## config.mk

```make
export PLATFORM = sky130hd
export DESIGN_NAME = rgb565_nearest_downscale_to_int8_flat
export DESIGN_NICKNAME = d
export VERILOG_FILES = /design/src/design/rnd_pkg.sv /design/src/design/rnd_ifs.sv /design/src/design/rnd_cfg.sv /design/src/design/rgb565_nearest_downscale_to_int8.sv /design/src/flat_wrapper.sv
export VERILOG_INCLUDE_DIRS = /design/src /design/src/design
export SDC_FILE = /design/constraint.sdc
export NUM_CORES = 1
export LEC_CHECK = 0
export BUFFER_PORTS_ARGS = -buffer_cell sky130_fd_sc_hd__buf_4
export CAP_MARGIN = 20
export CORE_AREA = 3 3 200 202
export DETAILED_ROUTE_END_ITERATION = 10
export DIE_AREA = 0 0 203 205
export MAX_ROUTING_LAYER = met4
export PLACE_DENSITY = 0.7
export SLEW_MARGIN = 10
export SYNTH_ARGS = -nofsm -noshare
export SYNTH_HDL_FRONTEND = slang
export SYNTH_SLANG_ARGS = --single-unit
```

## constraint.sdc

```tcl
create_clock -name clk -period 25 [get_ports clk]
set_clock_uncertainty 0.05 [all_clocks]
set_input_delay 1.25 -clock clk [delete_from_list [all_inputs] [get_ports clk]]
set_output_delay 1.25 -clock clk [all_outputs]
set_load 0.01 [all_outputs]
```

## src/design/rgb565_nearest_downscale_to_int8_defines.svh

```systemverilog
// Assertion macros shared by the downscaler RTL.
`ifndef RGB565_NEAREST_DOWNSCALE_TO_INT8_DEFINES_SVH
`define RGB565_NEAREST_DOWNSCALE_TO_INT8_DEFINES_SVH

// Condition and consequence in the same cycle.
`define RND_ASSERT_SAME(label, cond, conseq, msg) \
    label: assert property (@(posedge clk) disable iff (!rst_n) (cond) |-> (conseq)) \
        else $error(msg);

// Consequence in the cycle after the condition.
`define RND_ASSERT_NEXT(label, cond, conseq, msg) \
    label: assert property (@(posedge clk) disable iff (!rst_n) (cond) |=> (conseq)) \
        else $error(msg);

`endif

```

## src/design/rnd_pkg.sv

```systemverilog
// Shared types and constants of the RGB565 nearest-neighbor downscaler.
`timescale 1ns / 1ps
package rnd_pkg;

    localparam int DEFAULT_MAX_DIM = 2048;
    localparam int REG_W           = 12;
    localparam int IDX_W           = 22;
    localparam int PIX_W           = 16;
    localparam int CFG_IDX_W       = 2;

    typedef logic [REG_W-1:0]     reg_t;
    typedef logic [IDX_W-1:0]     idx_t;
    typedef logic [PIX_W-1:0]     pix_t;
    typedef logic signed [7:0]    chan_t;
    typedef logic [CFG_IDX_W-1:0] cfg_idx_t;

    typedef enum logic [CFG_IDX_W-1:0] {
        CFG_SOURCE_WIDTH  = 2'd0,
        CFG_SOURCE_HEIGHT = 2'd1,
        CFG_TARGET_WIDTH  = 2'd2,
        CFG_TARGET_HEIGHT = 2'd3
    } cfg_reg_t;

    localparam reg_t RST_SOURCE_WIDTH  = 12'd320;
    localparam reg_t RST_SOURCE_HEIGHT = 12'd240;
    localparam reg_t RST_TARGET_WIDTH  = 12'd96;
    localparam reg_t RST_TARGET_HEIGHT = 12'd96;

endpackage

```

## src/design/rnd_ifs.sv

```systemverilog
// Valid/ready stream interfaces for the pixel input and the result output.
`timescale 1ns / 1ps
interface rnd_pix_if import rnd_pkg::*; ();
    logic valid;
    logic ready;
    pix_t pixel_word;
    logic frame_start;

    modport source (output valid, output pixel_word, output frame_start, input ready);
    modport sink   (input valid, input pixel_word, input frame_start, output ready);
endinterface

interface rnd_res_if import rnd_pkg::*; ();
    logic  valid;
    logic  ready;
    chan_t red_value;
    chan_t green_value;
    chan_t blue_value;
    idx_t  pixel_index;
    logic  frame_last;

    modport source (output valid, output red_value, output green_value, output blue_value,
                    output pixel_index, output frame_last, input ready);
    modport sink   (input valid, input red_value, input green_value, input blue_value,
                    input pixel_index, input frame_last, output ready);
endinterface

```

## src/design/rnd_cfg.sv

```systemverilog
// Size registers with clamping to the supported range and to downscale only.
`timescale 1ns / 1ps
module rnd_cfg import rnd_pkg::*; #(
    parameter int MAX_DIM = DEFAULT_MAX_DIM,
    localparam int DIM_W  = $clog2(MAX_DIM + 1)
) (
    input  logic             clk,
    input  logic             rst_n,
    input  logic             cfg_write,
    input  cfg_idx_t         cfg_index,
    input  reg_t             cfg_data,
    output logic [DIM_W-1:0] sw,
    output logic [DIM_W-1:0] sh,
    output logic [DIM_W-1:0] tw,
    output logic [DIM_W-1:0] th
);

    reg_t src_w_reg, src_h_reg, dst_w_reg, dst_h_reg;

    // Zero acts as one, then the value is limited to the given ceiling.
    function automatic logic [DIM_W-1:0] clamp(input reg_t v, input logic [DIM_W-1:0] top);
        int t;
        t = int'(v);
        if (t == 0) t = 1;
        if (t > MAX_DIM) t = MAX_DIM;
        if (t > int'(top)) t = int'(top);
        return DIM_W'(t);
    endfunction

    always_ff @(posedge clk or negedge rst_n)
    begin
        if (!rst_n)
        begin
            src_w_reg <= RST_SOURCE_WIDTH;
            src_h_reg <= RST_SOURCE_HEIGHT;
            dst_w_reg <= RST_TARGET_WIDTH;
            dst_h_reg <= RST_TARGET_HEIGHT;
        end
        else if (cfg_write)
        begin
            unique case (cfg_reg_t'(cfg_index))
                CFG_SOURCE_WIDTH:  src_w_reg <= cfg_data;
                CFG_SOURCE_HEIGHT: src_h_reg <= cfg_data;
                CFG_TARGET_WIDTH:  dst_w_reg <= cfg_data;
                CFG_TARGET_HEIGHT: dst_h_reg <= cfg_data;
                default:           ;
            endcase
        end
    end

    assign sw = clamp(src_w_reg, DIM_W'(MAX_DIM));
    assign sh = clamp(src_h_reg, DIM_W'(MAX_DIM));
    assign tw = clamp(dst_w_reg, sw);
    assign th = clamp(dst_h_reg, sh);

endmodule

```

## src/design/rgb565_nearest_downscale_to_int8.sv

```systemverilog
// Top level of the RGB565 nearest-neighbor downscaler with signed 8-bit channel output.
// The block takes one RGB565 pixel per clock in raster order and shows each kept pixel in the
// next cycle from an output register, as signed R, G and B (channel shifted up to 8 bits,
// minus 128) with its output index and an end-of-frame flag. It accepts a new pixel in every
// cycle while the output register is empty or being drained, so the sustained rate is one
// pixel per clock; that figure is set by the combinational compare-and-add column and row
// selection on running accumulators. A pixel with frame_start set restarts all position
// counters. Target sizes above the source size are clamped to it, and zero acts as one.
`timescale 1ns / 1ps
`include "rgb565_nearest_downscale_to_int8_defines.svh"
module rgb565_nearest_downscale_to_int8 import rnd_pkg::*; #(
    parameter int MAX_DIM = DEFAULT_MAX_DIM
) (
    input  logic      clk,
    input  logic      rst_n,
    input  logic      cfg_write,
    input  cfg_idx_t  cfg_index,
    input  reg_t      cfg_data,
    rnd_pix_if.sink   pixel,
    rnd_res_if.source result
);

    localparam int DIM_W = $clog2(MAX_DIM + 1);
    localparam int ACC_W = 2 * DIM_W;

    typedef logic [DIM_W-1:0] dim_t;
    typedef logic [ACC_W-1:0] acc_t;
    typedef logic [ACC_W:0]   sum_t;

    dim_t sw, sh, tw, th;

    rnd_cfg #(.MAX_DIM(MAX_DIM)) u_cfg (
        .clk       (clk),
        .rst_n     (rst_n),
        .cfg_write (cfg_write),
        .cfg_index (cfg_index),
        .cfg_data  (cfg_data),
        .sw        (sw),
        .sh        (sh),
        .tw        (tw),
        .th        (th)
    );

    dim_t src_col_reg, src_row_reg, dst_col_reg, dst_row_reg;
    dim_t src_col_next, src_row_next, dst_col_next, dst_row_next;
    acc_t col_tacc_reg, col_sacc_reg, row_tacc_reg, row_sacc_reg;
    acc_t col_tacc_next, col_sacc_next, row_tacc_next, row_sacc_next;
    idx_t out_count_reg, out_count_next;

    dim_t src_col_cur, src_row_cur, dst_col_cur, dst_row_cur;
    acc_t col_tacc_cur, col_sacc_cur, row_tacc_cur, row_sacc_cur;
    idx_t out_count_cur;

    logic accept, keep, row_sel, col_sel, row_end, last_pix;

    logic  res_valid_reg, res_valid_next;
    chan_t red_reg, green_reg, blue_reg;
    idx_t  index_reg;
    logic  last_reg;

    assign pixel.ready = !res_valid_reg || result.ready;
    assign accept      = pixel.valid && pixel.ready;

    // Frame start clears every counter before the pixel is looked at.
    always_comb
    begin
        if (pixel.frame_start)
        begin
            src_col_cur   = '0;
            src_row_cur   = '0;
            dst_col_cur   = '0;
            dst_row_cur   = '0;
            col_tacc_cur  = '0;
            col_sacc_cur  = '0;
            row_tacc_cur  = '0;
            row_sacc_cur  = '0;
            out_count_cur = '0;
        end
        else
        begin
            src_col_cur   = src_col_reg;
            src_row_cur   = src_row_reg;
            dst_col_cur   = dst_col_reg;
            dst_row_cur   = dst_row_reg;
            col_tacc_cur  = col_tacc_reg;
            col_sacc_cur  = col_sacc_reg;
            row_tacc_cur  = row_tacc_reg;
            row_sacc_cur  = row_sacc_reg;
            out_count_cur = out_count_reg;
        end
    end

    // A source position is kept while the target accumulator has not passed the next
    // source step, which matches floor(x * W / w) without a divider.
    assign row_sel  = (dst_row_cur < th)
                   && (sum_t'(row_tacc_cur) < (sum_t'(row_sacc_cur) + sum_t'(th)));
    assign col_sel  = (dst_col_cur < tw)
                   && (sum_t'(col_tacc_cur) < (sum_t'(col_sacc_cur) + sum_t'(tw)));
    assign keep     = row_sel && col_sel;
    assign row_end  = (src_col_cur >= (sw - 1'b1));
    assign last_pix = (dst_row_cur == (th - 1'b1)) && (dst_col_cur == (tw - 1'b1));

    always_comb
    begin
        src_col_next   = src_col_cur + 1'b1;
        src_row_next   = src_row_cur;
        dst_col_next   = col_sel ? dst_col_cur + 1'b1 : dst_col_cur;
        dst_row_next   = dst_row_cur;
        col_tacc_next  = col_sel ? col_tacc_cur + acc_t'(sw) : col_tacc_cur;
        col_sacc_next  = col_sacc_cur + acc_t'(tw);
        row_tacc_next  = row_tacc_cur;
        row_sacc_next  = row_sacc_cur;
        out_count_next = keep ? out_count_cur + 1'b1 : out_count_cur;

        if (row_end)
        begin
            src_col_next  = '0;
            dst_col_next  = '0;
            col_tacc_next = '0;
            col_sacc_next = '0;
            if (src_row_cur >= (sh - 1'b1))
            begin
                src_row_next   = '0;
                dst_row_next   = '0;
                row_tacc_next  = '0;
                row_sacc_next  = '0;
                out_count_next = '0;
            end
            else
            begin
                src_row_next  = src_row_cur + 1'b1;
                row_sacc_next = row_sacc_cur + acc_t'(th);
                if (row_sel)
                begin
                    dst_row_next  = dst_row_cur + 1'b1;
                    row_tacc_next = row_tacc_cur + acc_t'(sh);
                end
            end
        end
    end

    always_ff @(posedge clk or negedge rst_n)
    begin
        if (!rst_n)
        begin
            src_col_reg   <= '0;
            src_row_reg   <= '0;
            dst_col_reg   <= '0;
            dst_row_reg   <= '0;
            col_tacc_reg  <= '0;
            col_sacc_reg  <= '0;
            row_tacc_reg  <= '0;
            row_sacc_reg  <= '0;
            out_count_reg <= '0;
        end
        else if (accept)
        begin
            src_col_reg   <= src_col_next;
            src_row_reg   <= src_row_next;
            dst_col_reg   <= dst_col_next;
            dst_row_reg   <= dst_row_next;
            col_tacc_reg  <= col_tacc_next;
            col_sacc_reg  <= col_sacc_next;
            row_tacc_reg  <= row_tacc_next;
            row_sacc_reg  <= row_sacc_next;
            out_count_reg <= out_count_next;
        end
    end

    // The output register holds a result until its transfer; a new one may load in the
    // same cycle.
    always_comb
    begin
        if (accept)
            res_valid_next = keep;
        else if (result.ready)
            res_valid_next = 1'b0;
        else
            res_valid_next = res_valid_reg;
    end

    always_ff @(posedge clk or negedge rst_n)
    begin
        if (!rst_n)
            res_valid_reg <= 1'b0;
        else
            res_valid_reg <= res_valid_next;
    end

    // Subtracting 128 from an 8-bit value only inverts its top bit.
    always_ff @(posedge clk)
    begin
        if (accept && keep)
        begin
            red_reg   <= {~pixel.pixel_word[15], pixel.pixel_word[14:11], 3'b000};
            green_reg <= {~pixel.pixel_word[10], pixel.pixel_word[9:5], 2'b00};
            blue_reg  <= {~pixel.pixel_word[4], pixel.pixel_word[3:0], 3'b000};
            index_reg <= out_count_cur;
            last_reg  <= last_pix;
        end
    end

    assign result.valid       = res_valid_reg;
    assign result.red_value   = red_reg;
    assign result.green_value = green_reg;
    assign result.blue_value  = blue_reg;
    assign result.pixel_index = index_reg;
    assign result.frame_last  = last_reg;

    `RND_ASSERT_SAME(a_ready_when_empty, !res_valid_reg, pixel.ready, "input stalled with empty output register")
    `RND_ASSERT_NEXT(a_frame_start_kept, accept && pixel.frame_start, result.valid && (result.pixel_index == '0), "first pixel of a frame not emitted as index zero")
    `RND_ASSERT_NEXT(a_index_follows_count, accept && keep, result.valid && (result.pixel_index == $past(out_count_cur)), "kept pixel index does not match output count")

endmodule

```

## src/flat_wrapper.sv

```systemverilog
// flat-port wrapper written by rule: the top's interface ports become plain ports
module rgb565_nearest_downscale_to_int8_flat import rnd_pkg::*;
#(
    parameter int MAX_DIM = DEFAULT_MAX_DIM
)
  (clk, rst_n, cfg_write, cfg_index, cfg_data, pixel_valid, pixel_pixel_word, pixel_frame_start, pixel_ready, result_valid, result_red_value, result_green_value, result_blue_value, result_pixel_index, result_frame_last, result_ready);
  rnd_pix_if pixel_i ();
  rnd_res_if result_i ();
  input  logic clk;
  input  logic rst_n;
  input  logic cfg_write;
  input  cfg_idx_t cfg_index;
  input  reg_t cfg_data;
  input wire logic [$bits(pixel_i.valid)-1:0] pixel_valid;
  input wire logic [$bits(pixel_i.pixel_word)-1:0] pixel_pixel_word;
  input wire logic [$bits(pixel_i.frame_start)-1:0] pixel_frame_start;
  output wire logic [$bits(pixel_i.ready)-1:0] pixel_ready;
  output wire logic [$bits(result_i.valid)-1:0] result_valid;
  output wire logic [$bits(result_i.red_value)-1:0] result_red_value;
  output wire logic [$bits(result_i.green_value)-1:0] result_green_value;
  output wire logic [$bits(result_i.blue_value)-1:0] result_blue_value;
  output wire logic [$bits(result_i.pixel_index)-1:0] result_pixel_index;
  output wire logic [$bits(result_i.frame_last)-1:0] result_frame_last;
  input wire logic [$bits(result_i.ready)-1:0] result_ready;
  assign pixel_i.valid = pixel_valid;
  assign pixel_i.pixel_word = pixel_pixel_word;
  assign pixel_i.frame_start = pixel_frame_start;
  assign pixel_ready = pixel_i.ready;
  assign result_valid = result_i.valid;
  assign result_red_value = result_i.red_value;
  assign result_green_value = result_i.green_value;
  assign result_blue_value = result_i.blue_value;
  assign result_pixel_index = result_i.pixel_index;
  assign result_frame_last = result_i.frame_last;
  assign result_i.ready = result_ready;
  rgb565_nearest_downscale_to_int8 #(.MAX_DIM(MAX_DIM)) u_core (.clk(clk), .rst_n(rst_n), .cfg_write(cfg_write), .cfg_index(cfg_index), .cfg_data(cfg_data), .pixel(pixel_i), .result(result_i));
endmodule
```

After elaboration in Yosys (flattened, before gate mapping)
Cells that the tools add are included.
W data, S select, Z words.

storage, ports and cells
  flip-flop bits (word level) = 254
  bits of input ports = 36
  output and inout bits = 49
  word-level logic and storage cells = 116

operators by class
  $add $sub $neg = 15
  magnitude comparators = 14
  eq/ne operators = 5
  multiplexer cells = 42
  bitwise gates (word level) = 3
  reductions and logical operators = 18

operators by type and width
  kind                     count
  $mux W12                 24
  $mux W24                 12
  $gt A32 B13 Y1 const B   6
  $add A24 B12 Y24         4
  $mux W22                 4
  $gt A32 B13 Y1           2
  $add A24 B12 Y25         2
  $lt A24 B25 Y1           2
  $add A12 B1 Y12 const B  4
  $logic_not A12 Y1        4
  $sub A12 B1 Y12 const B  4
  $eq A12 B12 Y1           2
  $ge A12 B12 Y1           2
  $lt A12 B12 Y1           2
  $add A22 B1 Y22 const B  1
  $reduce_and A2 Y1        4
  $logic_and A1 B1 Y1      6
  $eq A2 B2 Y1 const B     2
  $not A1 Y1               3
  $eq A2 B1 Y1 const B     1
  $logic_not A2 Y1         1
  $mux W1                  2
  $reduce_bool A2 Y1       1
  $logic_not A1 Y1         1
  $logic_or A1 B1 Y1       1

Logic depth before layout (Yosys ltp)
Gate-level depths: netlist (run 1).

  depth after elaboration = 15
  depth in mapped cells = 39
  mapped depth without buffers = 35

Modules after synthesis
From an unflattened synthesis (run 1), not the netlist that was laid out.

second synthesis, totals
  cell total of the unflattened synthesis = 2,124
  area total of the unflattened synthesis = 19,037.0 µm²

by module, submodules not included
  module                            instances  cells an instance  area each (µm²)  seq. area each (µm²)
  rgb565_nearest_downscale_to_int8  1          1,841              15,871.5         5,350.1
  rnd_cfg                           1          283                3,165.5          1,213.7

Worst setup path after synthesis (run 1)
No wires, ideal clock.

  path type = reg2reg
  from = register u_core.u_cfg.src_w_reg[7]
  to = register u_core.blue_reg[3] (netlist: u_core.result.blue_value[3]), enable pin
  setup time = 0.435 ns
  arrival = 8.626 ns
  required time = 24.515 ns
  path slack = 15.888 ns
  cell stages (with the launch flop) = 38
  buffers on the path = 3
  period minus slack after synthesis = 9.112 ns
  cell sequence = dfrtp_1 > nor4_1 > nand2_1 > nor2_1 > a21oi_1 > nor2_1 > ha_1 > and4_1 > nand2_1 > o22ai_1 > a21oi_1 > buf_2 > buf_2 > mux2i_1 > inv_1 > ha_1 > inv_1 > fa_1 > (+2 left out) > o21ai_2 > a21oi_2 > o21a_1 > o21ai_0 > a21o_1 > or3b_2 > xor2_1 > ha_1 > a21o_1 > a21o_1 > a21oi_1 > nand3_1 > a31oi_1 > a41oi_1 > a21oi_1 > clkbuf_1 > nand2_1 > nor2_1

between the ends
  word-level cells in the longest chain between the ends = 13
  elaborated cells between the ends (all ways) = 14
  those cells by class = 1 x add/sub; 5 x order compare; 4 x mux; 4 x reduce/logical

ends and longest elaborated chain
  element                  line                                     source
  start, declared          rnd_cfg.sv:18                            reg_t src_w_reg, src_h_reg, dst_w_reg, dst_h_reg;
  start signal, assigned   rnd_cfg.sv:42                            CFG_SOURCE_WIDTH: src_w_reg <= cfg_data;
  $logic_not A12 Y1        rnd_cfg.sv:24                            if (t == 0) t = 1;
  $mux W12 (*)             rnd_cfg.sv:24
  $gt A32 B13 Y1           rnd_cfg.sv:25                            if (t > MAX_DIM) t = MAX_DIM;
  $mux W12 (*)             rnd_cfg.sv:25
  $gt A32 B13 Y1           rnd_cfg.sv:26                            if (t > int'(top)) t = int'(top);
  $mux W12 (*)             rnd_cfg.sv:26
  $gt A32 B13 Y1           rnd_cfg.sv:26
  $mux W12 (*)             rnd_cfg.sv:26
  $add A24 B12 Y25         rgb565_nearest_downscale_to_int8.sv:98   && (sum_t'(col_tacc_cur) < (sum_t'(col_sacc_cur) + sum_t'(tw)));
  $lt A24 B25 Y1           rgb565_nearest_downscale_to_int8.sv:98
  $logic_and A1 B1 Y1 (*)  rgb565_nearest_downscale_to_int8.sv:98
  $logic_and A1 B1 Y1 (*)  rgb565_nearest_downscale_to_int8.sv:99   assign keep = row_sel && col_sel;
  $logic_and A1 B1 Y1 (*)  rgb565_nearest_downscale_to_int8.sv:193  if (accept && keep)
  end signal, assigned     rgb565_nearest_downscale_to_int8.sv:197  blue_reg <= {~pixel.pixel_word[4], pixel.pixel_word[3:0], 3'b000};
  end, declared            rgb565_nearest_downscale_to_int8.sv:57   chan_t red_reg, green_reg, blue_reg;

Mark *: on every way between the ends. The rest lies on a longest branch, timed or not.
A chain may end at the register's enable or synchronous reset.

Final worst setup path (run 1)
  from = register u_core.u_cfg.src_h_reg[11]
  to = register u_core.blue_reg[4] (netlist: u_core.result.blue_value[4]), enable pin

between the ends
  word-level cells in the longest chain between the ends = 13
  elaborated cells between the ends (all ways) = 14
  those cells by class = 1 x add/sub; 5 x order compare; 4 x mux; 4 x reduce/logical

ends and longest elaborated chain
  element                  line                                     source
  start, declared          rnd_cfg.sv:18
  start signal, assigned   rnd_cfg.sv:43                            CFG_SOURCE_HEIGHT: src_h_reg <= cfg_data;
  $logic_not A12 Y1        rnd_cfg.sv:24
  $mux W12 (*)             rnd_cfg.sv:24
  $gt A32 B13 Y1           rnd_cfg.sv:25
  $mux W12 (*)             rnd_cfg.sv:25
  $gt A32 B13 Y1           rnd_cfg.sv:26
  $mux W12 (*)             rnd_cfg.sv:26
  $gt A32 B13 Y1           rnd_cfg.sv:26
  $mux W12 (*)             rnd_cfg.sv:26
  $add A24 B12 Y25         rgb565_nearest_downscale_to_int8.sv:96   && (sum_t'(row_tacc_cur) < (sum_t'(row_sacc_cur) + sum_t'(th)));
  $lt A24 B25 Y1           rgb565_nearest_downscale_to_int8.sv:96
  $logic_and A1 B1 Y1 (*)  rgb565_nearest_downscale_to_int8.sv:96
  $logic_and A1 B1 Y1 (*)  rgb565_nearest_downscale_to_int8.sv:99
  $logic_and A1 B1 Y1 (*)  rgb565_nearest_downscale_to_int8.sv:193

Marks and branches as above.

==> summary.md, run 1 <==
| Metric | Value |
|---|---|
| Max-Cap Viols | 0 |
| WP buf/inv | 4 |
| Die Height | between 200 and 250 um |
| Cts bufs inserted | 29 |
| H-tree Lvls | 1 |
| Leading cell type in the layout, fill and taps excluded | nand2_1 |
| Core area | a little under 40000 um^2 |
| Hold slack | around 0.42 ns |
| WP data required | roughly 25 ns |
| Core Rows | approximately 70 |
| Largest net degree at the start of global routing | between 90 and 100 |
| Finished Core Util | 0.552 |
| Max clock buf depth | 3 |
| RSZ-0062 raised after global routing | no |
| Netlist cell types | slightly above 80 |
| Slew headroom | 0.269 |
| Root Buffer | clkbuf_16 |
| Finished Layout Cells | 2762 |
| Setup TNS | 0 ns |
| Arrival time worst endpoint | between 9 and 10 ns |
| Leakage | about 9.5 nW |
| # hold bufs at CTS | 0 |
| GR Util met2 | 0.394 |
| P&R area growth vs syn | 10.8% |
| Cell Area, Synth | 19200 um^2 |
| Count of final max-slew check failures | 0 |
| Initial DRC count | ~1300 |
| Critical path class | flip-flop to flip-flop |
| Setup slack, reg-to-reg | between 15 and 20 ns |
| Reg2reg end | u_core.result.blue_value[4] |
| Outcome | finished clean |
| Routed Antenna Nets | 0 |
| PnR Total Power | 1.72 mW |
| Ports | 85 |
| Most common flop cell mapped by yosys | dfrtp_1 |
| Die width | 203 um |
| CP most frequent cell | o21ai_0 |
| Met3 usage | 0.0286 |
| DR WL/cell | ~18 um |
| Yosys Warn Count | 0 |
| Dpl cells | roughly 2700 |
| Int Pwr | ~1.1 mW |
| Hold WC Path Type | flip-flop to flip-flop |
| Clk_lat worst skew | about 0.59 ns |
| Design area | roughly 21000 um^2 |
| ANT cells | 0 |
| Final setup viols | 0 |
| GRT Total Usage | 0.247 |
| Worst Hold End | u_core.col_sacc_reg[3] |
| Worst slew pin tran | 1.09 ns |
| Pwr dens | 81.2 nW/um^2 |
| Max Fclk | 0.112 GHz |
| Area after DPL | 20200 um^2 |
| CTS tree | built |
| Asr flop ratio synth | 0.846 |
| Routed WL | around 51 mm |
| Final period util | 0.357 |
| Crit path largest cell delay | 0.86 ns |
| DPL Wire Length | ~37 mm |
| Starting Density | 0.498 |
| Share of cells above drive strength 1 | 0.108 |
| Nets | ~2400 |
| Fill cells | roughly 3500 |
| First-pass GRT wire length | 82.6 mm |
| Full die area | around 42000 um^2 |
| Critical path's slowest cell | nor2_4 |
| Top delay family on crit path | compound AO/OA/AOI/OAI gates |
| Clock share of power | 0.276 |
| Min Tclk post-route | roughly 8.9 ns |
| Vias in the first global route | about 16000 |
| Post-synth EDFFs | 39 |
| FF-to-FF path depth | 32 |
| RePlAce Congestion | 0.925 |
| Initial antenna violation count | 0 |
| Commonest cells after routing, fill and taps aside | nand2_1, dfrtp_1, o21ai_0 |
| Place WS | ~16 ns |
| Register bit count reported by yosys | roughly 250 |
| Sw Pwr | between 0.6 and 0.7 mW |
| Worst VDD drop | about 61 uV |
| DR vias/cell | around 6 |
| Pre-antenna DRT Iters | 7 |
| Avg Synthesized Cell Area | 8.75 um^2 |
| Setup Buffers After CTS | 0 |
| Min-Delay Path Depth | 2 |
| Input/output buffers | between 70 and 80 |
| Register area | approximately 6600 um^2 |
| # resized after CTS | 0 |
| Mapped Cells | roughly 2200 |
| Register area share after synthesis | 0.343 |
| Worst-path maximum fanout | 39 |
| Met1 Use GR | 0.341 |
| Comb pwr share | 0.413 |
| Sink Count | approximately 250 |
| Crit start category | flip-flop |
| Sw Ratio | 0.389 |
| Multi-input gate area | between 10000 and 15000 um^2 |
| DR vias | ~17000 |
| Hold path startpoint | u_core.col_sacc_reg[3] |
| Final setup margin | 16.07 ns |
| Hold Vio Cnt, Final | 0 |
| Drt drc | 0 |
| Grt total ovfl | 0 |
| CP endpoint kind | flip-flop |
| Worst-path clk slew | around 0.06 ns |
| GR peak layer | met2 |
| RR Startpoint | u_core.u_cfg.src_h_reg[11] |
| Sequential share of power | 0.311 |
-- Yosys cell counts, types with 10 or more instances --
master      n  area share
nand2_1   230       0.045
dfrtp_1   205        0.27
o21ai_0   183       0.048
ha_1      175        0.11
nor2b_1   155       0.051
nor2_1    122       0.024
inv_1     102       0.020
a21oi_1    81       0.021
clkbuf_1   75       0.015
nand3_1    69       0.018
xnor2_1    66       0.030
xor2_1     52       0.024
mux2_2     51       0.030
nand2b_1   47       0.015
a31oi_1    40       0.013
edfxtp_1   39       0.061
nand4_1    39       0.013
and3_1     36       0.012
nor3_1     34      0.0089
a21o_1     33       0.013
o31ai_1    30       0.012
o21a_1     21      0.0082
nor4_1     20      0.0065
mux2i_1    19      0.0099
or3_1      18      0.0059
a22o_1     15      0.0069
and2_1     12      0.0039
and4_1     12      0.0055
o211ai_1   12      0.0047
a211oi_1   11      0.0043
dfstp_2    10       0.014
or2_2      10      0.0033
-- tightest hold or removal path, delay by kind of cell, from the launching register on --
kind,cells,cell delay (ns)
DFF,1,0.34
AOI/OAI and AO/OA,1,0.05
and+or+nand+nor,1,0.05
-- how the worst max path moves through the flow --
| stage | endpoint | start | depth (start not counted) |
|---|---|---|---|
| after floorplan | u_core.result.blue_value[3] | u_core.u_cfg.src_w_reg[7] | 37 |
| after global placement | u_core.result.blue_value[7] | u_core.u_cfg.dst_h_reg[7] | 34 |
| after detailed placement | u_core.result.red_value[6] | u_core.u_cfg.src_h_reg[11] | 32 |
| after CTS | u_core.result.blue_value[4] | u_core.u_cfg.src_h_reg[11] | 32 |
| after global routing | u_core.result.pixel_index[6] | u_core.u_cfg.src_h_reg[11] | 32 |
| final | u_core.result.blue_value[4] | u_core.u_cfg.src_h_reg[11] | 32 |
-- layout make-up --
type,instances,share of cell area
inverter,103,0.0182
clock inverter,19,0.0134
sequential,254,0.309
clock buffer,35,0.0367
tap,518,0.0305
timing repair buffer,94,0.0338
multi-input combinational,1739,0.558
-- cells by family after synthesis --
group           count (synthesis)  synth area share
other cells                     2          0.000392
buf+inv                       204            0.0429
compound gates                529             0.178
fa+ha+maj                     179             0.118
xor+xnor                      118            0.0539
flops                         254             0.343
mux                            71            0.0406
simple gates                  832             0.224
-- metal layers --
metal / up-vias / share of wire
li1: 7912 / -
met1: 8013 / 0.47
met2: 505 / 0.46
met3: 82 / 0.055
met4: 0 / 0.021
met5: - / 0
-- power by group through the flow --
stage	clock network, mW	registers (mW)	logic [mW]
floorplan	0	0.543	0.487
global placement	0	0.540	0.683
detailed placement	0	0.543	0.701
CTS	0.484	0.536	0.707
global route	0.501	0.544	0.790
finish	0.476	0.536	0.712
No activity file was read; power rests on OpenSTA's default activity.
==> inputs of run 2 (changes only) <==
- PLACE_DENSITY: 0.7 -> 0.73
- clock period: 25 -> 7.63 ns (I/O delays scaled with it)
==> summary.md, run 2 (same netlist as run 1, synthesis figures left out) <==
| Metric | Value |
|---|---|
| Largest net degree at the start of global routing | 76 (-19%) |
| Design area | 22000 um^2 (+3.8%) |
| Leading cell type in the layout, fill and taps excluded | nand2_1 |
| Hold Vio Cnt, Final | 0 (unchanged) |
| Root Buffer | clkbuf_16 |
| Max clock buf depth | 3 (unchanged) |
| CP most frequent cell | a21oi_2 |
| Crit path largest cell delay | 0.56 ns (-0.30 ns) |
| First-pass GRT wire length | 83.8 mm (+1.4%) |
| Cts bufs inserted | 30 (+3.4%) |
| Max-Cap Viols | 0 (unchanged) |
| Leakage | 9.82 nW (+3.7%) |
| Input/output buffers | 76 (unchanged) |
| Setup slack, reg-to-reg | 0.37 ns (-15.70 ns) |
| Outcome | finished clean |
| Grt total ovfl | 0 (unchanged) |
| ANT cells | 0 (unchanged) |
| DR vias/cell | 5.95 (-0.46%) |
| Worst VDD drop | 199 uV (+230%) |
| Arrival time worst endpoint | 7.73 ns (-1.35 ns) |
| Routed Antenna Nets | 0 (unchanged) |
| P&R area growth vs syn | 15.0% |
| Share of cells above drive strength 1 | 0.138 (+0.0293) |
| PnR Total Power | 5.90 mW (+240%) |
| Critical path class | flip-flop to flip-flop |
| Clk_lat worst skew | 0.58 ns (about the same) |
| Final setup viols | 0 (unchanged) |
| Die Height | 205 um (unchanged) |
| Finished Core Util | 0.573 (+0.0209) |
| Max Fclk | 0.138 GHz (+23%) |
| Final setup margin | 0.366 ns (-15.70 ns) |
| Die width | 203 um (unchanged) |
| GRT Total Usage | 0.251 (+0.00348) |
| Place WS | 0.105 ns (-16.03 ns) |
| Initial DRC count | 1188 (-5.6%) |
| Critical path's slowest cell | or4_4 |
| Min Tclk post-route | 7.26 ns (-1.67 ns) |
| Final period util | 0.952 (+0.595) |
| Worst-path clk slew | 0.06 ns (about the same) |
| Area after DPL | 20400 um^2 (+1.2%) |
| Nets | 2502 (+2.7%) |
| Initial antenna violation count | 0 (unchanged) |
| Commonest cells after routing, fill and taps aside | nand2_1, dfrtp_1, o21ai_0 |
| Vias in the first global route | 16100 (+2.4%) |
| Routed WL | 52.0 mm (+2.4%) |
| DPL Wire Length | 37.6 mm (+1.5%) |
| DR vias | 16800 (+2.0%) |
| Starting Density | 0.498 (unchanged) |
| Worst slew pin tran | 1.16 ns (+0.0642 ns) |
| Hold WC Path Type | primary input to flip-flop |
| Pwr dens | 268 nW/um^2 (+230%) |
| Drt drc | 0 (unchanged) |
| Core area | 38500 um^2 (unchanged) |
| Ports | 85 (unchanged) |
| Crit start category | flip-flop |
| Worst-path maximum fanout | 10 (-74%) |
| Full die area | 41600 um^2 (unchanged) |
| CTS tree | built |
| Slew headroom | 0.226 (-0.0430) |
| Core Rows | 72 (unchanged) |
| Pre-antenna DRT Iters | 6 (-1) |
| CP endpoint kind | flip-flop |
| RePlAce Congestion | 0.926 (+0.17%) |
| Sink Count | 254 (unchanged) |
| H-tree Lvls | 1 (unchanged) |
| DR WL/cell | 18.4 um (about the same) |
| Count of final max-slew check failures | 0 (unchanged) |
| WP data required | 8.10 ns (-17.05 ns) |
[run 2: repair_timing]
| item | in CTS | in global routing |
|---|---|---|
| buffers inserted | 0 | 13 |
| resized for setup | 0 | 42 |
| hold buffers | 20 | 0 |
| setup endpoints to repair | 0 | 132 |
| hold endpoints to repair | 79 | 0 |
[run 2: report_power, final]
group / internal, mW / switching, mW / total [mW]
logic: 1.05 / 1.49 / 2.54
clock network: 0.973 / 0.629 / 1.60
registers: 1.62 / 0.135 / 1.75
[run 2: layout make-up]
class                           instances  area (um^2)
Clock inverter                         19          290
Multi-Input combinational cell       1739        12000
Inverter                              103          394
Fill cell                            3390        16400
Sequential cell                       254         6570
Tap cell                              518          648
Timing Repair Buffer                  159         1330
Clock buffer                           37          818
[run 2: per-layer routing]
metal,track usage,share of wire,vias to the layer above
met3,0.0334,0.068,93
met5,-,0,-
li1,-,-,8048
met1,0.343,0.46,8097
met4,0.0685,0.024,0
met2,0.394,0.45,597
[run 2: critical path, delay by kind of cell, from the launching register on]
kind	cells	cell delay, ns
adder cells (fa/ha/maj)	4	1.16
AO/OA/AOI/OAI	16	2.94
flip-flops	1	0.39
multiplexers	1	0.20
XOR/XNOR	1	0.17
AND/OR/NAND/NOR	7	1.91
buffers and inverters	3	0.35
[run 2: path summary, 6_finish.rpt]
kind,cells after the start,to,start
worst max-delay path,32,u_core.col_tacc_reg[22],u_core.u_cfg.src_w_reg[11]
worst min-delay path,3,u_core.u_cfg.src_w_reg[1],cfg_data[1]
worst max register to register,32,u_core.col_tacc_reg[22],u_core.u_cfg.src_w_reg[11]
worst min register to register,2,u_core.col_sacc_reg[4],u_core.col_sacc_reg[4]
max in group asynchronous,3,u_core.col_sacc_reg[15],rst_n
min in group asynchronous,2,u_core.u_cfg.dst_h_reg[4],rst_n
[run 2: per-stage QoR]
stage          setup TNS, ns  std cells  hold slack [ns]
3_5_place_dp               0       2738            0.339
2_1_floorplan              0       2197           0.0359
4_1_cts                    0       2814          0.00461
6_report                   0       2829           0.0263
3_3_place_gp               0       2738            0.336
5_1_grt              -0.0421       2829           0.0219
